$ cat config.mk
export PLATFORM = sky130hd
export DESIGN_NAME = tap_tempo_estimator
export DESIGN_NICKNAME = d
export VERILOG_FILES = /design/src/design/tte_pkg.sv /design/src/design/tte_div3.sv /design/src/design/tap_tempo_estimator.sv
export SDC_FILE = /design/constraint.sdc
export NUM_CORES = 1
export LEC_CHECK = 0
export BUFFER_PORTS_ARGS = -buffer_cell sky130_fd_sc_hd__buf_2
export CAP_MARGIN = 20
export CORE_AREA = 3 3 230 232
export CTS_CLUSTER_DIAMETER = 120
export DETAILED_ROUTE_END_ITERATION = 16
export DIE_AREA = 0 0 233 235
export PLACE_DENSITY = 0.83
export SETUP_SLACK_MARGIN = 0.4
export SLEW_MARGIN = 30
export SYNTH_ARGS = -nofsm -noshare
export SYNTH_HDL_FRONTEND = slang
export SYNTH_HIERARCHICAL = 1
export SYNTH_SLANG_ARGS = --single-unit
$ cat constraint.sdc
create_clock -name clk_i -period 13.9 [get_ports clk_i]
set_input_delay 2.78 -clock clk_i [delete_from_list [all_inputs] [get_ports clk_i]]
set_output_delay 2.78 -clock clk_i [all_outputs]
set_load 0.01 [all_outputs]
$ cat src/design/tte_pkg.sv
// Shared constants and helpers for the tap tempo estimator.
// No dependencies; imported by tte_div3 and tap_tempo_estimator.
package tte_pkg;

  // Sequencer resolution and the beat step of one quarter bar
  localparam int BeatsPerBar = 16;
  localparam int BeatStep    = BeatsPerBar / 4;

  // Field widths
  localparam int TimeW  = 32;
  localparam int BeatW  = 8;
  localparam int AccW   = TimeW + 2;   // 2*estimate + interval
  localparam int CfgIdxW = 2;

  // Configuration register indexes
  localparam logic [CfgIdxW-1:0] CfgMinInterval = 2'd0;
  localparam logic [CfgIdxW-1:0] CfgMaxInterval = 2'd1;

  // Tap phase codes: which tap of the four-tap sequence comes next
  localparam logic [1:0] PhFirst  = 2'd0;
  localparam logic [1:0] PhSecond = 2'd1;
  localparam logic [1:0] PhThird  = 2'd2;
  localparam logic [1:0] PhFourth = 2'd3;

  // Divide by three: q = (x * ceil(2^36/3)) >> 36, exact for x < 2^34
  localparam int DivMulW   = 35;
  localparam logic [DivMulW-1:0] DivMul = 35'h5_5555_5556;
  localparam int DivShift  = 36;
  localparam int DivLoW    = AccW / 2;
  localparam int DivHiW    = AccW - DivLoW;
  localparam int DivProdW  = AccW + DivMulW;

  // Beat position of a tap: quarter index times the quarter step
  function automatic logic [BeatW-1:0] beat_of(input logic [1:0] quarter);
    int prod;
    prod = BeatStep * int'(quarter);
    return prod[BeatW-1:0];
  endfunction

endpackage

$ cat src/design/tte_div3.sv
// Two-step divide-by-three of the tap-4 weighted sum.
// Depends on tte_pkg; partial products are registered, the final add is combinational.
module tte_div3 (
  input  logic                      clk_i,
  input  logic                      en_i,
  input  logic [tte_pkg::AccW-1:0]  x_i,
  output logic [tte_pkg::TimeW-1:0] q_o
);
  import tte_pkg::*;

  logic [DivLoW+DivMulW-1:0] lo_prod_q;
  logic [DivHiW+DivMulW-1:0] hi_prod_q;
  logic [DivProdW-1:0]       sum;

  // Split multiply by the reciprocal into two narrow partial products
  always_ff @(posedge clk_i) begin
    if (en_i) begin
      lo_prod_q <= x_i[DivLoW-1:0] * DivMul;
      hi_prod_q <= x_i[AccW-1:DivLoW] * DivMul;
    end
  end

  // Recombine and keep the quotient bits
  assign sum = DivProdW'(lo_prod_q) + {hi_prod_q, {DivLoW{1'b0}}};
  assign q_o = sum[DivShift +: TimeW];

endmodule

$ cat src/design/tap_tempo_estimator.sv
// Tap tempo estimator, top level: input stage, tap compute stage,
// divide stage and output register. Depends on tte_pkg and tte_div3.
//
// Usage:
//   Taps arrive on the in channel (tap_time_i, valid/ready); each beat is one
//   tap timestamp from a free-running tick counter. Every tap that is not a
//   glitch yields one result beat on the out channel: beat position, tempo
//   estimate and show/apply flags. Glitch taps yield nothing.
//   min_interval and max_interval are written on the cfg channel (index 0 and
//   1); cfg_ready_o is always high. Write them only while the block is idle.
// Timing:
//   Four register stages: input, tap compute, divide, output. A result beat
//   passes through each of them in turn on its way to the out port.
//   Throughput is one tap per cycle while the out channel does not stall: the
//   phase, last time and estimate are updated in the single compute stage, and
//   the divide by three after the fourth tap is pipelined behind it.
// Reset and stalls:
//   Reset clears all valid bits, the tap phase (next tap is the first), the
//   last tap time, the estimate and both registers to their defaults.
//   When the receiver stalls, the stages fill up; in_ready_o drops only when
//   every stage holds a beat.
module tap_tempo_estimator (
  input  logic                        clk_i,
  input  logic                        rst_ni,
  // configuration writes
  input  logic                        cfg_valid_i,
  output logic                        cfg_ready_o,
  input  logic [tte_pkg::CfgIdxW-1:0] cfg_index_i,
  input  logic [tte_pkg::TimeW-1:0]   cfg_data_i,
  // tap input
  input  logic                        in_valid_i,
  output logic                        in_ready_o,
  input  logic [tte_pkg::TimeW-1:0]   tap_time_i,
  // result output
  output logic                        out_valid_o,
  input  logic                        out_ready_i,
  output logic [tte_pkg::BeatW-1:0]   beat_position_o,
  output logic [tte_pkg::TimeW-1:0]   tempo_value_o,
  output logic                        show_tempo_o,
  output logic                        apply_tempo_o
);
  import tte_pkg::*;

  // Configuration registers
  logic [TimeW-1:0] min_q, max_q;

  // Tap state
  logic [1:0]       phase_q, phase_d;
  logic [TimeW-1:0] last_q, last_d;
  logic [TimeW-1:0] est_q, est_d;
  logic             pend_q, pend_d;        // estimate awaits divide by three
  logic [AccW-1:0]  pend_acc_q, pend_acc_d;

  // Pipeline stages
  logic             s0_v_q;
  logic [TimeW-1:0] s0_time_q;
  logic             s1_v_q;
  logic [BeatW-1:0] s1_beat_q, s1_beat_d;
  logic             s1_show_q, s1_show_d;
  logic             s1_apply_q, s1_apply_d;
  logic             s1_div_q, s1_div_d;
  logic [AccW-1:0]  s1_val_q, s1_val_d;
  logic             s2_v_q;
  logic [BeatW-1:0] s2_beat_q;
  logic             s2_show_q, s2_apply_q, s2_div_q;
  logic [TimeW-1:0] s2_direct_q;
  logic [TimeW-1:0] div_q;
  logic             out_v_q;
  logic [BeatW-1:0] out_beat_q;
  logic [TimeW-1:0] out_tempo_q;
  logic             out_show_q, out_apply_q;

  // Stage advance chain
  logic adv0, adv1, adv2, adv3;
  logic [TimeW-1:0] interval;
  logic [TimeW:0]   half_sum;
  logic [AccW-1:0]  wsum;
  logic             glitch, restart, step;

  assign adv3 = !out_v_q || out_ready_i;
  assign adv2 = !s2_v_q || adv3;
  assign adv1 = !s1_v_q || adv2;
  assign adv0 = !s0_v_q || adv1;
  assign in_ready_o  = adv0;
  assign cfg_ready_o = 1'b1;

  // Configuration writes
  always_ff @(posedge clk_i or negedge rst_ni) begin
    if (!rst_ni) begin
      min_q <= '0;
      max_q <= '1;
    end else if (cfg_valid_i) begin
      case (cfg_index_i)
        CfgMinInterval: min_q <= cfg_data_i;
        CfgMaxInterval: max_q <= cfg_data_i;
        default: ;
      endcase
    end
  end

  // Input stage
  always_ff @(posedge clk_i or negedge rst_ni) begin
    if (!rst_ni) begin
      s0_v_q <= 1'b0;
    end else if (adv0) begin
      s0_v_q <= in_valid_i;
    end
  end

  always_ff @(posedge clk_i) begin
    if (in_valid_i && adv0) begin
      s0_time_q <= tap_time_i;
    end
  end

  // Tap compute: interval checks, estimate update, result fields
  assign interval = s0_time_q - last_q;
  assign half_sum = {1'b0, est_q} + {1'b0, interval};
  assign wsum     = {1'b0, est_q, 1'b0} + AccW'(interval);
  assign glitch   = (phase_q != PhFirst) && (interval < min_q);
  assign restart  = (phase_q == PhFirst) || (interval > max_q);
  assign step     = s0_v_q && adv1 && !glitch;

  always_comb begin
    phase_d    = phase_q;
    last_d     = last_q;
    est_d      = est_q;
    pend_d     = pend_q;
    pend_acc_d = pend_acc_q;
    s1_beat_d  = beat_of(phase_q);
    s1_show_d  = 1'b1;
    s1_apply_d = 1'b0;
    s1_div_d   = 1'b0;
    s1_val_d   = '0;
    if (restart) begin
      // first tap of a sequence: report the standing estimate
      phase_d    = PhSecond;
      last_d     = s0_time_q;
      s1_beat_d  = beat_of(PhFirst);
      s1_show_d  = 1'b0;
      s1_div_d   = pend_q;
      s1_val_d   = pend_q ? pend_acc_q : AccW'(est_q);
    end else begin
      last_d = s0_time_q;
      case (phase_q)
        PhSecond: begin
          phase_d  = PhThird;
          est_d    = interval;
          pend_d   = 1'b0;
          s1_val_d = AccW'(interval);
        end
        PhThird: begin
          phase_d  = PhFourth;
          est_d    = half_sum[TimeW:1];
          s1_val_d = AccW'(half_sum[TimeW:1]);
        end
        default: begin
          // fourth tap: weighted mean, divided downstream
          phase_d    = PhFirst;
          pend_d     = 1'b1;
          pend_acc_d = wsum;
          s1_apply_d = 1'b1;
          s1_div_d   = 1'b1;
          s1_val_d   = wsum;
        end
      endcase
    end
  end

  always_ff @(posedge clk_i or negedge rst_ni) begin
    if (!rst_ni) begin
      phase_q <= PhFirst;
      last_q  <= '0;
      est_q   <= '0;
      pend_q  <= 1'b0;
    end else if (step) begin
      phase_q <= phase_d;
      last_q  <= last_d;
      est_q   <= est_d;
      pend_q  <= pend_d;
    end
  end

  always_ff @(posedge clk_i) begin
    if (step) begin
      pend_acc_q <= pend_acc_d;
    end
  end

  // Compute stage register
  always_ff @(posedge clk_i or negedge rst_ni) begin
    if (!rst_ni) begin
      s1_v_q <= 1'b0;
    end else if (adv1) begin
      s1_v_q <= s0_v_q && !glitch;
    end
  end

  always_ff @(posedge clk_i) begin
    if (step) begin
      s1_beat_q  <= s1_beat_d;
      s1_show_q  <= s1_show_d;
      s1_apply_q <= s1_apply_d;
      s1_div_q   <= s1_div_d;
      s1_val_q   <= s1_val_d;
    end
  end

  // Divide stage
  tte_div3 u_div3 (
    .clk_i (clk_i),
    .en_i  (adv2),
    .x_i   (s1_val_q),
    .q_o   (div_q)
  );

  always_ff @(posedge clk_i or negedge rst_ni) begin
    if (!rst_ni) begin
      s2_v_q <= 1'b0;
    end else if (adv2) begin
      s2_v_q <= s1_v_q;
    end
  end

  always_ff @(posedge clk_i) begin
    if (adv2) begin
      s2_beat_q   <= s1_beat_q;
      s2_show_q   <= s1_show_q;
      s2_apply_q  <= s1_apply_q;
      s2_div_q    <= s1_div_q;
      s2_direct_q <= s1_val_q[TimeW-1:0];
    end
  end

  // Output register
  always_ff @(posedge clk_i or negedge rst_ni) begin
    if (!rst_ni) begin
      out_v_q <= 1'b0;
    end else if (adv3) begin
      out_v_q <= s2_v_q;
    end
  end

  always_ff @(posedge clk_i) begin
    if (adv3) begin
      out_beat_q  <= s2_beat_q;
      out_show_q  <= s2_show_q;
      out_apply_q <= s2_apply_q;
      out_tempo_q <= s2_div_q ? div_q : s2_direct_q;
    end
  end

  assign out_valid_o     = out_v_q;
  assign beat_position_o = out_beat_q;
  assign tempo_value_o   = out_tempo_q;
  assign show_tempo_o    = out_show_q;
  assign apply_tempo_o   = out_apply_q;

`ifndef SYNTH
  // apply only comes with a shown tempo
  a_apply_show: assert property (@(posedge clk_i) disable iff (!rst_ni)
    out_v_q && out_apply_q |-> out_show_q)
    else $error("apply without show");

  // a pending divide only lives before the next second tap
  a_pend_phase: assert property (@(posedge clk_i) disable iff (!rst_ni)
    pend_q |-> (phase_q == PhFirst || phase_q == PhSecond))
    else $error("pending estimate in late phase");

  // a fourth tap wraps the phase and leaves the sum pending
  a_fourth_wrap: assert property (@(posedge clk_i) disable iff (!rst_ni)
    step && !restart && phase_q == PhFourth |=> pend_q && phase_q == PhFirst)
    else $error("fourth tap did not wrap");

  // a first-tap result sits at the bar start with no flags
  a_first_beat: assert property (@(posedge clk_i) disable iff (!rst_ni)
    s1_v_q && !s1_show_q |-> s1_beat_q == beat_of(PhFirst) && !s1_apply_q)
    else $error("first tap result malformed");
`endif

endmodule
After elaboration in Yosys (flattened, before gate mapping)
Index checks and enable logic that the tools add are counted.
{"block": "totals", "register_bits": 432, "latch_bits": 0, "ramBits": 0, "rom_bits": 0, "in_bits": 71, "output_inout_bits": 45, "elab_cells": 79, "mem_count": 0}
{"block": "classes", "add_sub_neg": 4, "multipliers": 2, "div": 0, "n_lt_le_gt_ge": 2, "eq_ne": 3, "shift": 0, "n_mux": 11, "bitwise_logic": 3, "n_reduce_logical": 25}
{"operator": "adder 52 x 68 -> 68 bit", "n": 1}
{"operator": "2-to-1 mux 34 bit", "n": 2}
{"operator": "one-hot mux 34 bit (2 select lines)", "n": 1}
{"operator": "one-hot mux 32 bit (2 select lines)", "n": 1}
{"operator": "multiplier 17 x 34 -> 51 bit, second input constant", "n": 1}
{"operator": "multiplier 17 x 34 -> 50 bit, second input constant", "n": 1}
{"operator": "adder 33 x 32 -> 34 bit", "n": 1}
{"operator": "adder 32 x 32 -> 33 bit", "n": 1}
{"operator": "greater-than comparator 32 bit", "n": 1}
{"operator": "less-than comparator 32 bit", "n": 1}
{"operator": "2-to-1 mux 32 bit", "n": 1}
{"operator": "subtractor 32 bit", "n": 1}
{"operator": "AND reduction 3 bit", "n": 3}
{"operator": "logical AND 1 bit", "n": 5}
{"operator": "zero test 1 bit", "n": 5}
{"operator": "logical OR 1 bit", "n": 5}
{"operator": "equality test 2 x 1 -> 1 bit, second input constant", "n": 2}
{"operator": "zero test 2 bit", "n": 2}
{"operator": "one-hot mux 2 bit (2 select lines)", "n": 1}
{"operator": "AND reduction 2 bit", "n": 2}
{"operator": "nonzero test 2 bit", "n": 2}
{"operator": "2-to-1 mux 1 bit", "n": 3}
{"operator": "inverter 1 bit", "n": 3}
{"operator": "equality test 2 bit, second input constant", "n": 1}
{"operator": "other kinds (3)", "n": 3}

Depth between registers and ports, before layout
{"block": "depth", "ltp_word": 7, "ltp_mapped": 24, "mapped_depth_nobuf": 24}

Modules after synthesis
The synthesis kept the hierarchy.
{"module": "tap_tempo_estimator", "instances": 1, "cells_per_inst": 1869, "area_each_um2": 19179.6}
{"module": "tte_div3", "instances": 1, "cells_per_inst": 1411, "area_each_um2": 14345.0}

Worst setup path after synthesis
No wires, ideal clock.
{"block": "synth_path", "path_kind": "input -> register", "from": "input out_ready_i", "to": "register s2_apply_q (enable)", "setup_ns": 1.073, "arrival_time_ns": 5.068, "t_required_ns": 12.827, "setup_slack_ns": 7.759, "path_stages": 2, "n_path_buf": 0, "path_cell_list": "nor2b_1 nand2_1"}
{"block": "synth_via", "elab_chain_len": 2}
{"item": "from (decl)", "line_no": "tap_tempo_estimator.sv:36", "source": "input logic out_ready_i,"}
{"item": "logical OR 1 bit", "line_no": "tap_tempo_estimator.sv:80", "source": "assign adv3 = !out_v_q || out_ready_i;"}
{"item": "logical OR 1 bit", "line_no": "tap_tempo_estimator.sv:81", "source": "assign adv2 = !s2_v_q || adv3;"}
{"item": "net adv2", "line_no": "tap_tempo_estimator.sv:74", "source": "logic adv0, adv1, adv2, adv3;"}
{"item": "to (signal assigned)", "line_no": "tap_tempo_estimator.sv:229", "source": "s2_apply_q <= s1_apply_q;"}
{"item": "to (decl)", "line_no": "tap_tempo_estimator.sv:65", "source": "logic s2_show_q, s2_apply_q, s2_div_q;"}
The timed path passes the listed nets, and every way through them passes these cells.
A chain may end at the register's enable or synchronous reset.

Worst setup path after layout
{"block": "layout_path", "from": "register s0_time_q[0], in the netlist last_d[0]", "to": "register pend_acc_q[32] (enable)"}
{"block": "layout_via", "elab_chain_len": 6, "elab_cells_between_ends": 9, "cone_classes": "add/sub: 1; order compare: 2; bitwise: 1; reduce/logical: 5"}
{"item": "from (decl)", "line_no": "tap_tempo_estimator.sv:56", "source": "logic [TimeW-1:0] s0_time_q;"}
{"item": "from (signal assigned)", "line_no": "tap_tempo_estimator.sv:112", "source": "s0_time_q <= tap_time_i;"}
{"item": "subtractor 32 bit (*)", "line_no": "tap_tempo_estimator.sv:117", "source": "assign interval = s0_time_q - last_q;"}
{"item": "less-than comparator 32 bit", "line_no": "tap_tempo_estimator.sv:120", "source": "assign glitch = (phase_q != PhFirst) && (interval < min_q);"}
{"item": "logical AND 1 bit", "line_no": "tap_tempo_estimator.sv:120"}
{"item": "zero test 1 bit", "line_no": "tap_tempo_estimator.sv:122", "source": "assign step = s0_v_q && adv1 && !glitch;"}
{"item": "logical AND 1 bit", "line_no": "tap_tempo_estimator.sv:122"}
{"item": "AND reduction 3 bit (no source line) (*)"}
{"item": "to (signal assigned)", "line_no": "tap_tempo_estimator.sv:186", "source": "pend_acc_q <= pend_acc_d;"}
{"item": "to (decl)", "line_no": "tap_tempo_estimator.sv:52", "source": "logic [AccW-1:0] pend_acc_q, pend_acc_d;"}
Every way passes the cells marked *; elsewhere a longest branch is shown, timed or not.

==> results.json <==
{
  "start_util": 0.6548,
  "setup_violations": 0,
  "reg2reg_depth": 21,
  "slew_violations": 0,
  "status": "completed",
  "rsz0062_at_grt": "false",
  "period_share": 0.5111,
  "synth_cell_types": 104,
  "synth_top_area_cell": "edfxtp_1",
  "io_buffers": 108,
  "ys_async_sr_fraction": 0.3401,
  "crit_arrival_ps": 7370,
  "placedCellCount": 3993,
  "tritoncts": "done",
  "cts-root-buf": "clkbuf_16",
  "grt_usage": 0.3024,
  "worstHoldPathCells": 0,
  "ys.flop_type": "edfxtp_1",
  "die_area_um2": 54760,
  "critPathCaptureType": "register",
  "crit_required_ps": 14170,
  "wirelength_mm": 81.55,
  "grt_max_degree": 75,
  "cts_buffers": 45,
  "coreArea_um2": 51200,
  "std_cell_rows": 83,
  "htree_levels": 2,
  "synth_edf_count": 262,
  "instances_no_fill": 4077,
  "viasPerCell": 6.148,
  "whs_endpoint": "s2_div_q",
  "cp_common_cell": "and3_1",
  "routed.top_layer": "met5",
  "routabilityCongestion": 0.9383,
  "yosysMostFrequentCell": "inv_1",
  "clk_pin_slew_ps": 60,
  "drt_iter0_markers": 2093,
  "tns_ps": 0,
  "fin_crit_ps": 7104,
  "route.met2.wl_mm": 40.69,
  "first_pass_iters": 7,
  "worst_r2r_endpoint": "pend_acc_q[32]",
  "synth_top_area_share": 0.2347,
  "cts.sinks": 397,
  "cts_setup_buffers": 0,
  "place_hpwl_mm": 63.64,
  "dieWidth_um": 233,
  "hold_viol_final": 0,
  "grt-ovfl-total": 0,
  "grt_pass1_vias": 26010,
  "rr_startpoint": "last_d[0]",
  "slowest_delay_ps": 800,
  "vias": 25070,
  "tightest_slew_ps": 957.0,
  "start_kind": "register",
  "max_freq_ghz": 0.1408,
  "route.detailed.drc": 0,
  "die_y_um": 235,
  "antenna_left": 0,
  "synthesis.area_um2": 33520,
  "routedWlPerCell_um": 20.00,
  "path_class": "reg2reg",
  "rrSetupSlack_ps": 6800,
  "ios": 116,
  "slew_headroom": 0.3620,
  "cp_cell_sequence": "inv_1 -> ha_1 -> inv_1 -> fa_1 -> a21o_1 -> a221oi_2 -> o211ai_2 -> and3_1 -> o31ai_4 -> o21bai_1 -> or3_1 -> and2_1 -> ha_1 -> nand4_1 -> nor4_1 -> and3_1 -> nor2_1 -> buf_4 -> inv_2 -> and3_1 -> buf_4",
  "clk-insertion-delay-late_ps": 600,
  "layout.nets": 4063,
  "wl_met3_mm": 4.361,
  "netlist_instances": 3280,
  "cts-resized-gates": 0,
  "n_antenna_cell": 0,
  "drt-met1-wl_mm": 33.16,
  "cts_hold_buf": 0,
  "cts_buffer_depth": 3,
  "yosysSeqAreaShare": 0.3366,
  "yosys-top-cells-area": "edfxtp_1 (23%), ha_1 (16%), fa_1 (11%)",
  "antenna_found_initial": 1,
  "hold_path.startpoint": "s1_div_q",
  "fin_skew_ps": 30.39,
  "avgSynthCellArea_um2": 10.22,
  "cp_max_fo": 42,
  "drive_above_1_share": 0.1066,
  "syn_to_final_growth_pct": 7.916,
  "yosys-top-cells-count": "inv_1 (454), ha_1 (442), edfxtp_1 (262), nand2_1 (234), a21oi_1 (215)",
  "ys_warn_count": 6,
  "cap_violations": 0,
  "crit_slowest_cell": "and3_1",
  "grt_pass1_wl_mm": 133.4,
  "min_path_type": "reg2reg",
  "n_fill_cell": 3655,
  "synth-seq-cells": 397
}
[per-layer routing]
metal | vias up | track usage
li1 | 11730 | -
met1 | 12240 | 0.3866
met2 | 889 | 0.5211
met3 | 212 | 0.04353
met4 | 2 | 0.1138
met5 | - | 0
[worst max path at each step]
stage,depth (start not counted),start,end,slack (ps)
finish,21,last_d[0],pend_acc_q[32],6800
global placement,21,last_d[0],pend_acc_q[28],7050
CTS,21,last_d[0],pend_acc_q[27],6820
detailed placement,21,last_d[0],pend_acc_q[30],6890
floorplan,2,out_ready_i,s2_apply_q,7760
global route,21,last_d[0],pend_acc_q[31],6440
[metrics by stage]
stage / area, um^2 / setup WS (ps) / util / hold WS, ps
finish: 36180 / 6796 / 0.7066 / 422.4
global route: 36180 / 6438 / 0.7066 / 429.3
CTS: 36180 / 6818 / 0.7066 / 419.4
detailed placement: 34670 / 6894 / 0.6771 / 405.7
global placement: 34660 / 7050 / 0.6771 / 402.5
floorplan: 33540 / 7759 / - / 400.3
[flip-flops by register name, summed over array words and instances, names as in the netlist, 2 cells and up]
signal / cells
s1_beat_q: 2
beat_position_o: 2
last_q: 32
s2_beat_q: 2
min_q: 32
phase_q: 2
u_div3/lo_prod_q: 34
u_div3/hi_prod_q: 50
s2_direct_q: 32
est_q: 32
last_d: 32
tempo_value_o: 32
max_q: 32
pend_acc_q: 34
s1_val_q: 34
[layout by cell type (no fill, tap or decap), types with 44 or more instances in the layout]
cell type    n
inv_1      454
ha_1       442
edfxtp_1   262
nand2_1    233
a21oi_1    214
fa_1       190
o21ai_0    169
nor2_1     119
xnor2_1    116
buf_2      107
dfrtp_1    103
a21o_1      83
mux2_2      76
xor2_1      56
nand3_1     51
clkbuf_16   46
o21ai_1     44
[cell families after synthesis]
| group | count (synthesis) | synth area share |
|---|---|---|
| and+or+nand+nor | 637 | 0.09200 |
| buffers and inverters | 554 | 0.06382 |
| xor gates and xnor gates | 172 | 0.04494 |
| adders and majority gates | 632 | 0.2784 |
| AOI/OAI and AO/OA | 776 | 0.1483 |
| muxes | 110 | 0.03568 |
| other | 2 | 0.0002240 |
| DFF | 397 | 0.3366 |
[worst max-delay path, delay by kind of cell (launching register included)]
family | cells | cell delay, ps
AOI/OAI and AO/OA | 5 | 1250
and+or+nand+nor | 8 | 2820
buffers and inverters | 5 | 1340
adders and majority gates | 3 | 920
DFF | 1 | 380
[final cells by class]
class                      count  area [um^2]  area share
timing repair buffer         124        666.9     0.01843
sequential                   397        11290      0.3119
inverter                     458         1719     0.04752
tap                          680        850.8     0.02352
clock inverter                30        301.5    0.008335
clock buffer                  54         1211     0.03348
multi-input combinational   2334        20140      0.5568
Power is left out: the tool's default activity adds up to more than one toggle a clock period on the data nets, which glitch-free logic cannot reach.
